`config.mk`:
```
export PLATFORM = sky130hd
export DESIGN_NAME = sparse_polynomial_add_sub
export DESIGN_NICKNAME = d
export VERILOG_FILES = /design/src/spa_pkg.sv /design/src/spa_ram.sv /design/src/spa_ctrl.sv /design/src/spa_dp.sv /design/src/sparse_polynomial_add_sub.sv
export SDC_FILE = /design/constraint.sdc
export NUM_CORES = 2
export LEC_CHECK = 0
export BUFFER_PORTS_ARGS = -buffer_cell sky130_fd_sc_hd__buf_2
export CAP_MARGIN = 20
export CORE_MARGIN = 4
export CORE_UTILIZATION = 60
export DETAILED_ROUTE_END_ITERATION = 16
export PLACE_DENSITY = 0.76
export SLEW_MARGIN = 20
export SYNTH_ARGS = -nofsm -noshare
export SYNTH_HDL_FRONTEND = slang
export SYNTH_HIERARCHICAL = 1
export SYNTH_SLANG_ARGS = --single-unit
```
`constraint.sdc`:
```
create_clock -name aclk -period 5.9 [get_ports aclk]
set_input_delay 0.59 -clock aclk [delete_from_list [all_inputs] [get_ports aclk]]
set_output_delay 0.59 -clock aclk [all_outputs]
set_load 0.02 [all_outputs]
```
`src/spa_pkg.sv`:
```
// ----------------------------------------------------------------------------
// spa_pkg
// Shared types and codes for the sparse polynomial add/subtract block.
// ----------------------------------------------------------------------------
package spa_pkg;

    localparam int SPA_MAX_TERMS = 32;
    localparam int COEF_W        = 32;
    localparam int EXP_W         = 16;
    localparam int RCOEF_W       = 33;
    localparam int TERM_W        = COEF_W + EXP_W;

    typedef enum logic [2:0] {
        CMD_LOAD_A = 3'd0,
        CMD_LOAD_B = 3'd1,
        CMD_SUM    = 3'd2,
        CMD_DIFF   = 3'd3,
        CMD_CLEAR  = 3'd4
    } cmd_t;

    typedef enum logic [2:0] {
        STAT_EMIT    = 3'd0,
        STAT_STORED  = 3'd1,
        STAT_FULL    = 3'd2,
        STAT_CLEARED = 3'd3,
        STAT_NONE    = 3'd4
    } stat_t;

    typedef enum logic {
        S_IDLE,
        S_MERGE
    } state_t;

    typedef struct packed {
        logic [2:0]               command;
        logic signed [COEF_W-1:0] coefficient;
        logic [EXP_W-1:0]         exponent;
    } in_t;

    typedef struct packed {
        logic signed [RCOEF_W-1:0] result_coefficient;
        logic [EXP_W-1:0]          result_exponent;
        logic [2:0]                status;
        logic                      last;
    } out_t;

    typedef struct packed {
        logic merging;
        logic load_a;
        logic load_b;
        logic clear;
        logic emit_none;
        logic merge_start;
        logic merge_step;
        logic subtract;
    } ctl_cmd_t;

    typedef struct packed {
        logic out_free;
        logic both_empty;
        logic merge_last;
    } dp_sts_t;

endpackage

```
`src/spa_ram.sv`:
```
// ----------------------------------------------------------------------------
// spa_ram
// Generic single-write, single-read RAM with registered read data.
// ----------------------------------------------------------------------------
module spa_ram #(
    parameter int WIDTH = 8,
    parameter int DEPTH = 32,
    localparam int AW   = (DEPTH > 1) ? $clog2(DEPTH) : 1
) (
    input  logic             aclk,
    input  logic             we,
    input  logic [AW-1:0]    waddr,
    input  logic [WIDTH-1:0] wdata,
    input  logic [AW-1:0]    raddr,
    output logic [WIDTH-1:0] rdata
);

    logic [WIDTH-1:0] mem [DEPTH];

    always_ff @(posedge aclk) begin
        if (we) begin
            mem[waddr] <= wdata;
        end
        rdata <= mem[raddr];
    end

endmodule

```
`src/spa_ctrl.sv`:
```
// ----------------------------------------------------------------------------
// spa_ctrl
// Controller: accepts items, decodes commands and sequences the merge walk.
// ----------------------------------------------------------------------------
module spa_ctrl import spa_pkg::*; (
    input  logic      aclk,
    input  logic      aresetn,
    input  logic      s_valid,
    output logic      s_ready,
    input  logic [2:0] command,
    input  dp_sts_t   sts,
    output ctl_cmd_t  cmd
);

    state_t state_reg, state_next;
    logic   accept;

    always_ff @(posedge aclk) begin
        if (!aresetn) begin
            state_reg <= S_IDLE;
        end else begin
            state_reg <= state_next;
        end
    end

    always_comb begin
        state_next = state_reg;
        cmd        = '0;
        s_ready    = 1'b0;
        accept     = 1'b0;
        unique case (state_reg)
            S_IDLE: begin
                s_ready = sts.out_free;
                accept  = s_valid && sts.out_free;
                if (accept) begin
                    unique case (command)
                        CMD_LOAD_A: cmd.load_a = 1'b1;
                        CMD_LOAD_B: cmd.load_b = 1'b1;
                        CMD_CLEAR:  cmd.clear  = 1'b1;
                        CMD_SUM, CMD_DIFF: begin
                            cmd.subtract = (command == CMD_DIFF);
                            if (sts.both_empty) begin
                                cmd.emit_none = 1'b1;
                            end else begin
                                cmd.merge_start = 1'b1;
                                state_next      = S_MERGE;
                            end
                        end
                        default: ;
                    endcase
                end
            end
            S_MERGE: begin
                cmd.merging = 1'b1;
                if (sts.out_free) begin
                    cmd.merge_step = 1'b1;
                    if (sts.merge_last) begin
                        state_next = S_IDLE;
                    end
                end
            end
            default: state_next = S_IDLE;
        endcase
    end

endmodule

```
`src/spa_dp.sv`:
```
// ----------------------------------------------------------------------------
// spa_dp
// Datapath: term stores, fill counts, merge indices, combiner and result
// register.
// ----------------------------------------------------------------------------
module spa_dp import spa_pkg::*; #(
    parameter int MAX_TERMS = SPA_MAX_TERMS,
    localparam int AW       = (MAX_TERMS > 1) ? $clog2(MAX_TERMS) : 1,
    localparam int CW       = $clog2(MAX_TERMS + 1)
) (
    input  logic     aclk,
    input  logic     aresetn,
    input  in_t      s_data,
    input  ctl_cmd_t cmd,
    output dp_sts_t  sts,
    output logic     m_valid,
    input  logic     m_ready,
    output out_t     m_data
);

    logic [CW-1:0] count_a_reg, count_a_next;
    logic [CW-1:0] count_b_reg, count_b_next;
    logic [CW-1:0] idx_a_reg, idx_a_next;
    logic [CW-1:0] idx_b_reg, idx_b_next;
    logic          sub_reg, sub_next;
    logic          out_valid_reg, out_valid_next;
    out_t          out_data_reg, out_data_next;

    logic              full_a, full_b;
    logic              we_a, we_b;
    logic [TERM_W-1:0] wdata, rdata_a, rdata_b;
    logic [AW-1:0]     raddr_a, raddr_b;

    logic                       live_a, live_b, take_a, take_b;
    logic [EXP_W-1:0]           exp_a, exp_b;
    logic signed [RCOEF_W-1:0]  ca, cb, cb_eff, sum;
    logic [CW-1:0]              adv_a, adv_b;

    assign full_a = (count_a_reg == CW'(MAX_TERMS));
    assign full_b = (count_b_reg == CW'(MAX_TERMS));
    assign we_a   = cmd.load_a && !full_a;
    assign we_b   = cmd.load_b && !full_b;
    assign wdata  = {s_data.coefficient, s_data.exponent};

    spa_ram #(.WIDTH(TERM_W), .DEPTH(MAX_TERMS)) u_store_a (
        .aclk  (aclk),
        .we    (we_a),
        .waddr (count_a_reg[AW-1:0]),
        .wdata (wdata),
        .raddr (raddr_a),
        .rdata (rdata_a)
    );

    spa_ram #(.WIDTH(TERM_W), .DEPTH(MAX_TERMS)) u_store_b (
        .aclk  (aclk),
        .we    (we_b),
        .waddr (count_b_reg[AW-1:0]),
        .wdata (wdata),
        .raddr (raddr_b),
        .rdata (rdata_b)
    );

    assign exp_a  = rdata_a[EXP_W-1:0];
    assign exp_b  = rdata_b[EXP_W-1:0];
    assign ca     = RCOEF_W'($signed(rdata_a[TERM_W-1:EXP_W]));
    assign cb     = RCOEF_W'($signed(rdata_b[TERM_W-1:EXP_W]));
    assign cb_eff = sub_reg ? -cb : cb;

    assign live_a = (idx_a_reg < count_a_reg);
    assign live_b = (idx_b_reg < count_b_reg);
    assign take_a = live_a && (!live_b || (exp_a >= exp_b));
    assign take_b = live_b && (!live_a || (exp_b >= exp_a));
    assign sum    = (take_a ? ca : '0) + (take_b ? cb_eff : '0);
    assign adv_a  = idx_a_reg + CW'(take_a);
    assign adv_b  = idx_b_reg + CW'(take_b);

    assign sts.out_free   = !out_valid_reg || m_ready;
    assign sts.both_empty = (count_a_reg == '0) && (count_b_reg == '0);
    assign sts.merge_last = (adv_a >= count_a_reg) && (adv_b >= count_b_reg);

    always_comb begin
        count_a_next   = count_a_reg;
        count_b_next   = count_b_reg;
        idx_a_next     = idx_a_reg;
        idx_b_next     = idx_b_reg;
        sub_next       = sub_reg;
        out_valid_next = out_valid_reg && !m_ready;
        out_data_next  = out_data_reg;

        if (cmd.load_a || cmd.load_b || cmd.clear || cmd.emit_none || cmd.merge_step) begin
            out_valid_next                   = 1'b1;
            out_data_next.result_coefficient = '0;
            out_data_next.result_exponent    = '0;
            out_data_next.last               = 1'b1;
        end

        if (cmd.load_a) begin
            out_data_next.status = full_a ? STAT_FULL : STAT_STORED;
            if (!full_a) begin
                count_a_next = count_a_reg + 1'b1;
            end
        end
        if (cmd.load_b) begin
            out_data_next.status = full_b ? STAT_FULL : STAT_STORED;
            if (!full_b) begin
                count_b_next = count_b_reg + 1'b1;
            end
        end
        if (cmd.clear) begin
            count_a_next         = '0;
            count_b_next         = '0;
            out_data_next.status = STAT_CLEARED;
        end
        if (cmd.emit_none) begin
            out_data_next.status = STAT_NONE;
        end
        if (cmd.merge_start) begin
            idx_a_next = '0;
            idx_b_next = '0;
            sub_next   = cmd.subtract;
        end
        if (cmd.merge_step) begin
            idx_a_next                       = adv_a;
            idx_b_next                       = adv_b;
            out_data_next.result_coefficient = sum;
            out_data_next.result_exponent    = take_a ? exp_a : exp_b;
            out_data_next.status             = STAT_EMIT;
            out_data_next.last               = sts.merge_last;
        end
    end

    assign raddr_a = cmd.merging ? idx_a_next[AW-1:0] : '0;
    assign raddr_b = cmd.merging ? idx_b_next[AW-1:0] : '0;

    always_ff @(posedge aclk) begin
        if (!aresetn) begin
            count_a_reg   <= '0;
            count_b_reg   <= '0;
            out_valid_reg <= 1'b0;
        end else begin
            count_a_reg   <= count_a_next;
            count_b_reg   <= count_b_next;
            out_valid_reg <= out_valid_next;
        end
        idx_a_reg    <= idx_a_next;
        idx_b_reg    <= idx_b_next;
        sub_reg      <= sub_next;
        out_data_reg <= out_data_next;
    end

    assign m_valid = out_valid_reg;
    assign m_data  = out_data_reg;

endmodule

```
`src/sparse_polynomial_add_sub.sv`:
```
// ----------------------------------------------------------------------------
// sparse_polynomial_add_sub
// Two term stores merged into a sum or difference, one term per result item.
// ----------------------------------------------------------------------------
// Load and clear items give one result each; a new item is taken in the next
// cycle as long as the result register is free or being drained. A sum or
// difference item gives one result per merged term, and there are at most
// count_a + count_b of them: each store has one registered read port, and the
// merge walk consumes the head of A, of B or of both once per cycle, so one
// term leaves per cycle while the result channel keeps up.
// Stores that are empty on an emit item give a single result with nothing to
// emit. Input items are not taken while a merge walk is under way.
// ----------------------------------------------------------------------------
module sparse_polynomial_add_sub import spa_pkg::*; #(
    parameter int MAX_TERMS = SPA_MAX_TERMS
) (
    input  logic aclk,
    input  logic aresetn,
    input  logic s_valid,
    output logic s_ready,
    input  in_t  s_data,
    output logic m_valid,
    input  logic m_ready,
    output out_t m_data
);

    ctl_cmd_t cmd;
    dp_sts_t  sts;

    spa_ctrl u_ctrl (
        .aclk    (aclk),
        .aresetn (aresetn),
        .s_valid (s_valid),
        .s_ready (s_ready),
        .command (s_data.command),
        .sts     (sts),
        .cmd     (cmd)
    );

    spa_dp #(.MAX_TERMS(MAX_TERMS)) u_dp (
        .aclk    (aclk),
        .aresetn (aresetn),
        .s_data  (s_data),
        .cmd     (cmd),
        .sts     (sts),
        .m_valid (m_valid),
        .m_ready (m_ready),
        .m_data  (m_data)
    );

`ifndef ASSERT_OFF
    a_load_answers: assert property (@(posedge aclk) disable iff (!aresetn)
        s_valid && s_ready && (s_data.command == CMD_LOAD_A ||
            s_data.command == CMD_LOAD_B || s_data.command == CMD_CLEAR)
        |=> m_valid && m_data.last && m_data.status != STAT_EMIT)
        else $error("load or clear item gave no final result");

    a_nonemit_last: assert property (@(posedge aclk) disable iff (!aresetn)
        m_valid && m_data.status != STAT_EMIT |-> m_data.last &&
            m_data.result_coefficient == '0 && m_data.result_exponent == '0)
        else $error("non-term result not final or not zeroed");

    a_busy_mid_merge: assert property (@(posedge aclk) disable iff (!aresetn)
        m_valid && m_ready && !m_data.last |-> !s_ready)
        else $error("input taken before merge finished");
`endif

endmodule

```
Yosys cells after proc, flatten, opt, wreduce, memory -nomap -nowiden

Memories as Yosys holds them, arrays and structs flattened. A register that Yosys moved wholly into a read port is not among the register bits.
Index checks and enable logic that the tools add are counted.

Reduce and logical (&&, ||, !) cells: 34
Multiplexer cells: 41
$lt $le $gt $ge: 6
$add $sub $neg: 6
Bitwise gates (word level): 6
Equal/unequal tests: 6

Operators with widths:

| operator                                       | count |
|---|---|
| two-way mux 33 bit                             | 3 |
| two-way mux 53 bit                             | 1 |
| two-way mux 49 bit                             | 1 |
| adder 33 bit                                   | 1 |
| negator 32 -> 33 bit                           | 1 |
| >= comparator 16 bit                           | 2 |
| two-way mux 6 bit                              | 4 |
| two-way mux 5 bit                              | 4 |
| two-way mux 1 bit                              | 19 |
| two-way mux 16 bit                             | 1 |
| adder 6 x 1 -> 6 bit                           | 2 |
| adder 6 x 1 -> 6 bit (second input constant)   | 2 |
| == test 6 bit (second input constant)          | 2 |
| >= comparator 6 bit                            | 2 |
| zero test 6 bit                                | 2 |
| less-than comparator 6 bit                     | 2 |
| two-way mux 3 bit                              | 4 |
| logical AND 1 bit                              | 8 |
| logical OR 1 bit                               | 7 |
| == test 3 x 2 -> 1 bit (second input constant) | 2 |
| zero test 1 bit                                | 6 |
| two-way mux 2 bit                              | 3 |
| NOT 1 bit                                      | 6 |
| OR reduction 2 bit                             | 3 |
| 9 further kinds                                | 11 |

Memories: 2
Output and inout port bits: 55
Memory bits (writable): 3072
Flip-flop bits (word level): 80
Logic and storage cells: 115

Memories:

| memory             | words | bits a word | rd ports | clocked after Yosys merged registers in | wr ports | line          | source |
|---|---|---|---|---|---|---|---|
| u_dp.u_store_a.mem | 32    | 48          | 1        | 1                                       | 1        | spa_ram.sv:18 | `logic [WIDTH-1:0] mem [DEPTH];` |
| u_dp.u_store_b.mem | 32    | 48          | 1        | 1                                       | 1        | spa_ram.sv:18 |  |

Longest topological paths before layout

Depth after elaboration: 12
Gate-level depth with buffers: 24
Mapped depth without buffers: 23

Hierarchy

Netlist, hierarchy kept.

By module, submodules not included:

| module   | sequential area each (um^2) | times used | area an instance (um^2) | cells an instance |
|---|---|---|---|---|
| spa_ram  | 47085.2                     | 2          | 60724.5                 | 3364 |
| spa_dp   | 2112.0                      | 1          | 6790.3                  | 753 |
| spa_ctrl | 20.0                        | 1          | 158.9                   | 17 |

Worst setup path after synthesis

OpenSTA, ideal clock, no wires.

Path type: reg-to-reg
From: register u_dp.count_a_reg[1]
To: register u_dp.out_data_reg, in the netlist u_dp/m_data[52], data pin
Data arrival time: 4.883 ns
Slack: 0.763 ns
Data required time: 5.645 ns
Cell stages (with the launch flop): 22
Path through: dfxtp_1 -> inv_1 -> ha_1 -> a2111o_1 -> a31o_2 -> a21oi_1 -> and3_1 -> nand2_1 -> nand2_1 -> clkbuf_1 -> nor2_1 -> ha_1 -> fa_1 -> a211oi_1 -> o21ai_0 -> o31ai_1 -> a2111oi_0 -> o2111ai_1 -> a21boi_0 -> o41ai_1 -> xnor2_1 -> and2_1

Cells in the longest elaborated chain, start to end: 7
Elaborated cells between the ends (all ways): 9

Ends and longest elaborated chain:

| what                         | line          | source |
|---|---|---|
| start: declaration           | spa_dp.sv:21  | `logic [CW-1:0] count_a_reg, count_a_next;` |
| start signal: assignment     | spa_dp.sv:141 | `count_a_reg <= count_a_next;` |
| less-than comparator 6 bit * | spa_dp.sv:69  | `assign live_a = (idx_a_reg < count_a_reg);` |
| zero test 1 bit              | spa_dp.sv:72  | `assign take_b = live_b && (!live_a \|\| (exp_b >= exp_a));` |
| logical OR 1 bit             | spa_dp.sv:72  |  |
| logical AND 1 bit            | spa_dp.sv:72  |  |
| two-way mux 33 bit           | spa_dp.sv:73  | `assign sum = (take_a ? ca : '0) + (take_b ? cb_eff : '0);` |
| adder 33 bit *               | spa_dp.sv:73  |  |
| two-way mux 53 bit *         | spa_dp.sv:122 | `if (cmd.merge_step) begin` |
| end signal: assignment       | spa_dp.sv:148 | `out_data_reg <= out_data_next;` |
| end: declaration             | spa_dp.sv:27  | `out_t out_data_reg, out_data_next;` |

Mark *: on every way between the ends. The rest lies on a longest branch, timed or not.
A chain may end at the register's enable or synchronous reset.

Worst setup path in the final report

From: register u_dp.u_store_b.rdata[2], read port of u_dp.u_store_b.mem
To: register u_dp.out_data_reg, in the netlist u_dp/m_data[50], data pin

Cells in the longest elaborated chain, start to end: 6
Elaborated cells between the ends (all ways): 10

Ends and longest elaborated chain:

| what                                    | line                       | source |
|---|---|---|
| start: declaration                      | spa_ram.sv:15              | `output logic [WIDTH-1:0] rdata` |
| >= comparator 16 bit (on tied branches) | spa_dp.sv:71, spa_dp.sv:72 |  |
| logical OR 1 bit (on tied branches)     | spa_dp.sv:71, spa_dp.sv:72 |  |
| logical AND 1 bit (on tied branches)    | spa_dp.sv:71, spa_dp.sv:72 |  |
| two-way mux 33 bit                      | spa_dp.sv:73               |  |
| adder 33 bit *                          | spa_dp.sv:73               |  |
| two-way mux 53 bit *                    | spa_dp.sv:122              |  |

Marked as above.

==> impl_metrics.xml <==
<?xml version="1.0" encoding="UTF-8"?>
<metrics>
  <group name="placed_design">
    <metric name="detailed_place.area" unit="mm²">0.134</metric>
    <metric name="place.gp.congestion" unit="">0.896</metric>
    <metric name="dpl.cell_count" unit="">10400</metric>
    <metric name="port_buffers" unit="">109</metric>
    <metric name="detail_placement_hpwl" unit="mm">192</metric>
  </group>
  <group name="sta">
    <metric name="skew" unit="ns">0.0849</metric>
    <metric name="timing.max_slew.rel_slack" unit="%">24.1</metric>
    <metric name="period_minus_slack" unit="ns">5.68</metric>
    <metric name="number_of_slew_limit_violations_in_the_final_report" unit="">0</metric>
    <metric name="tightestPinTransition" unit="ns">1.14</metric>
    <metric name="setup_violations" unit="">0</metric>
    <metric name="timing.final.hold_violations" unit="">0</metric>
    <metric name="hold_slack" unit="ns">0.103</metric>
    <metric name="post_route_clock_period_utilization" unit="%">96.2</metric>
    <metric name="max_clock_freq" unit="MHz">176</metric>
    <metric name="totalNegativeSetupSlack" unit="ns">0</metric>
    <metric name="rsz_0062_raised_after_global_routing" unit="">false</metric>
  </group>
  <group name="finish">
    <metric name="final_common_cell" unit="">sky130_fd_sc_hd__edfxtp_1</metric>
    <metric name="layout.cells.most_common_list" unit="">3125 x sky130_fd_sc_hd__edfxtp_1, 1555 x sky130_fd_sc_hd__mux2i_1, 333 x sky130_fd_sc_hd__clkbuf_16, 323 x sky130_fd_sc_hd__nand2_1, 322 x sky130_fd_sc_hd__a21oi_1</metric>
    <metric name="layout.cells.non_filler" unit="">11000</metric>
    <metric name="fin_area" unit="mm²">0.145</metric>
    <metric name="filler_cells_inserted" unit="">13400</metric>
    <metric name="fraction_of_final_layout_cells_sized_beyond_drive_strength_1" unit="%">12.7</metric>
    <metric name="nNetsFinal" unit="">8037</metric>
    <metric name="final_core_util" unit="%">68.2</metric>
    <metric name="layout-area-overhead-vs-synth" unit="%">12.8</metric>
  </group>
  <group name="hold_path">
    <metric name="min_to" unit="">u_ctrl/state_reg</metric>
    <metric name="worst_hold_path.num_cells" unit="">3</metric>
    <metric name="worstHoldStart" unit="">s_valid</metric>
    <metric name="timing.hold.worst.class" unit="">input port to register</metric>
  </group>
  <group name="die">
    <metric name="floorplan.initialDensity" unit="%">60.4</metric>
    <metric name="die_h" unit="µm">471</metric>
    <metric name="dieWidth" unit="µm">471</metric>
    <metric name="floorplan.core_area" unit="mm²">0.213</metric>
    <metric name="io-pin-count" unit="">110</metric>
    <metric name="floorplan_die_area" unit="mm²">0.221</metric>
    <metric name="placementRows" unit="">169</metric>
  </group>
  <group name="power">
    <metric name="power_report.internal_total" unit="µW">37300</metric>
    <metric name="p_sw" unit="µW">8980</metric>
    <metric name="pwr-share-clk" unit="%">43.6</metric>
    <metric name="power.combinational.fraction" unit="%">1.5</metric>
    <metric name="power.ir.vdd_worst" unit="mV">0.229</metric>
    <metric name="share_seq_of_total_power" unit="%">54.8</metric>
    <metric name="swShare" unit="%">19.4</metric>
    <metric name="total_leakage_power" unit="µW">0.0449</metric>
    <metric name="areal_power_density_over_the_cells" unit="mW/mm²">320</metric>
  </group>
  <group name="drt">
    <metric name="drt.antenna.violating_nets" unit="">0</metric>
    <metric name="dr.first_iter.drc_count" unit="">9496</metric>
    <metric name="finalWirelength" unit="mm">342</metric>
    <metric name="routedWlPerCell" unit="µm">31.1</metric>
    <metric name="drt_drc_violations_left" unit="">0</metric>
    <metric name="vias" unit="">71900</metric>
    <metric name="viasPerCell" unit="">6.55</metric>
    <metric name="dr.pass1.iters" unit="">8</metric>
  </group>
  <group name="synth">
    <metric name="synthesis.instances" unit="">7498</metric>
    <metric name="asyncSetResetFlopFracSynth" unit="%">0</metric>
    <metric name="synth-seq-area-share" unit="%">75.0</metric>
    <metric name="mappedNetlistNets" unit="">7633</metric>
    <metric name="synth.ff_latch_count" unit="">3248</metric>
    <metric name="synth_cell_types" unit="">69</metric>
    <metric name="synthesis.yosys.warnings" unit="">6</metric>
    <metric name="synth-edff-count" unit="">3125</metric>
    <metric name="synth.avg_cell_area" unit="µm²">17.1</metric>
    <metric name="mappedNetlistArea" unit="mm²">0.128</metric>
    <metric name="synth_ff_type" unit="">sky130_fd_sc_hd__edfxtp_1</metric>
  </group>
  <group name="worst_setup_path">
    <metric name="reg2reg_depth" unit="">21</metric>
    <metric name="peak_per_stage_delay_on_the_critical_path" unit="ns">0.62</metric>
    <metric name="regToRegSetupSlack" unit="ns">0.22</metric>
    <metric name="timing.critical_path.mode_cell" unit="">sky130_fd_sc_hd__o21a_1</metric>
    <metric name="worst_setup_path_start_kind" unit="">register</metric>
    <metric name="regToRegStartpoint" unit="">u_dp/u_store_b/rdata[2]</metric>
    <metric name="worstPathMaxFanout" unit="">14</metric>
    <metric name="timing_worst_setup_path_type" unit="">register to register</metric>
    <metric name="worstReg2RegEnd" unit="">u_dp/m_data[50]</metric>
    <metric name="crit_path_dat" unit="ns">6.48</metric>
    <metric name="worst_path_dominant_cell_family" unit="">compound AO/OA/AOI/OAI gates</metric>
    <metric name="crit_path_end_kind" unit="">register</metric>
    <metric name="cp.required" unit="ns">6.70</metric>
    <metric name="critPathSlowestCell" unit="">sky130_fd_sc_hd__dfxtp_1</metric>
    <metric name="critical_path.n_buffers_inverters" unit="">2</metric>
    <metric name="crit_chain" unit="">ha_1, o21a_1, o21a_1, o21a_1, o31ai_1, buf_4, nand2_1, a31oi_4, and2_1, ha_1, fa_1, a211oi_1, o21ai_0, o31ai_2, a2111oi_1, buf_4, o2111ai_1, a21boi_0, nor2_1, o21ai_0, mux2i_1</metric>
  </group>
  <group name="global_route">
    <metric name="first_global_vias" unit="">70500</metric>
    <metric name="grt_overflow_total" unit="">0</metric>
    <metric name="grt_first_pass_wirelength" unit="mm">488</metric>
    <metric name="grt_max_degree" unit="">103</metric>
    <metric name="groute.usage.overall" unit="%">30.4</metric>
    <metric name="antenna_found_initial" unit="">29</metric>
  </group>
  <group name="flow_run">
    <metric name="max_cap_violations" unit="">0</metric>
  </group>
  <group name="clock_network">
    <metric name="cts.htree.levels" unit="">5</metric>
    <metric name="clk_lat_worst_skew" unit="ns">0.98</metric>
    <metric name="cts-buffers-inserted" unit="">328</metric>
    <metric name="clkSlewWorstSetupHoldPaths" unit="ns">0.06</metric>
    <metric name="cts_post_setup_buffers_inserted" unit="">0</metric>
    <metric name="cts-root-buf" unit="">sky130_fd_sc_hd__clkbuf_16</metric>
    <metric name="clock_sink_count" unit="">3248</metric>
    <metric name="clock_buffer_depth" unit="">4</metric>
    <metric name="cts_tree" unit="">done</metric>
  </group>
  <group name="run_status">
    <metric name="run_status" unit="">complete, no violations</metric>
  </group>
</metrics>
-- per-layer routing --
metal	wire length, µm	global-route usage (%)	up-vias
met5	80	0	-
met4	15700	12.9	10
met3	36600	6.15	794
met2	162000	48.3	4343
met1	127000	41.3	36400
li1	-	-	30300
-- synth_stat cells, types with 7 or more instances --
library cell	number	area, µm²
sky130_fd_sc_hd__nand2b_1	24	150
sky130_fd_sc_hd__mux2i_1	1555	15600
sky130_fd_sc_hd__buf_2	84	420
sky130_fd_sc_hd__nor2_1	143	537
sky130_fd_sc_hd__xor2_1	44	385
sky130_fd_sc_hd__a22oi_1	288	2160
sky130_fd_sc_hd__buf_1	17	63.8
sky130_fd_sc_hd__a22o_1	200	1750
sky130_fd_sc_hd__and2_1	73	457
sky130_fd_sc_hd__a21o_1	25	188
sky130_fd_sc_hd__edfxtp_1	3125	93800
sky130_fd_sc_hd__ha_1	79	988
sky130_fd_sc_hd__nor3_1	109	546
sky130_fd_sc_hd__buf_6	84	946
sky130_fd_sc_hd__a211oi_1	7	52.6
sky130_fd_sc_hd__a31oi_1	103	644
sky130_fd_sc_hd__inv_1	39	146
sky130_fd_sc_hd__xnor2_1	28	245
sky130_fd_sc_hd__or3_1	7	43.8
sky130_fd_sc_hd__o31ai_1	10	75.1
sky130_fd_sc_hd__nand3_1	302	1510
sky130_fd_sc_hd__dfxtp_1	123	2460
sky130_fd_sc_hd__nand2_1	326	1220
sky130_fd_sc_hd__o21ai_0	35	175
sky130_fd_sc_hd__a21oi_1	323	1620
sky130_fd_sc_hd__nor2b_1	29	181
sky130_fd_sc_hd__buf_4	77	578
sky130_fd_sc_hd__clkbuf_1	135	507
sky130_fd_sc_hd__o21a_1	11	82.6
sky130_fd_sc_hd__nand3b_1	10	75.1
sky130_fd_sc_hd__or3b_2	7	61.3
-- how the worst max path moves through the flow --
stage / startpoint / endpoint / cells after the start / slack [ns]
2_1_floorplan: u_dp/count_a_reg[1] / u_dp/m_data[52] / 21 / 0.76
3_5_place_dp: u_dp/count_b_reg[1] / u_dp/m_data[52] / 19 / 0.21
6_report: u_dp/u_store_b/rdata[2] / u_dp/m_data[50] / 21 / 0.22
4_1_cts: u_dp/count_b_reg[1] / u_dp/m_data[52] / 19 / 0.15
3_3_place_gp: u_dp/count_b_reg[1] / u_dp/m_data[52] / 19 / 0.15
5_1_grt: u_dp/u_store_b/rdata[2] / u_dp/m_data[50] / 21 / 0.009
-- per-stage QoR --
step                total power [µW]  setup WS, ns
finish                         46300         0.222
global route                   47600       0.00937
CTS                            46500         0.146
detailed placement             26600         0.208
global placement               26600         0.153
floorplan                      26000         0.763
-- power groups by stage --
stage               registers (µW)  logic, µW  clock network [µW]
finish                       25400        703               20200
global placement             25900        665                   0
global route                 25400        756               21500
detailed placement           25900        691                   0
floorplan                    25900        167                   0
CTS                          25400        696               20400
-- logic make-up after synthesis --
kind of cell	count (synthesis)	share of synthesized area, %
buf+inv	442	2.13
xor+xnor	72	0.491
fa+ha+maj	80	0.785
compound gates	1033	5.49
flops	3248	75.0
simple gates	1068	3.98
mux	1555	12.1
-- worst min-delay path, delay by kind of cell --
| family | cells | cell delay, ns |
|---|---|---|
| buf+inv | 1 | 0.16 |
| simple gates | 1 | 0.15 |
| compound gates | 1 | 0.08 |
-- area by class of cell --
cell class,count,area (µm²),share of cell area (%)
well taps,2821,3530,2.44
clock inverters,146,1540,1.07
multi-input cells,3808,29900,20.7
inverters,39,146,0.101
repair buffers,477,4560,3.15
diodes,13,32.5,0.0225
clock buffers,424,8800,6.08
flip-flops and latches,3248,96300,66.5
-- what timing repair did --
item	in CTS	in global routing
endpoints found under the hold margin	2	0
setup endpoints to repair	0	3
hold buffers	3	0
resized for setup	0	6
Power figures use the tool's default switching activity.
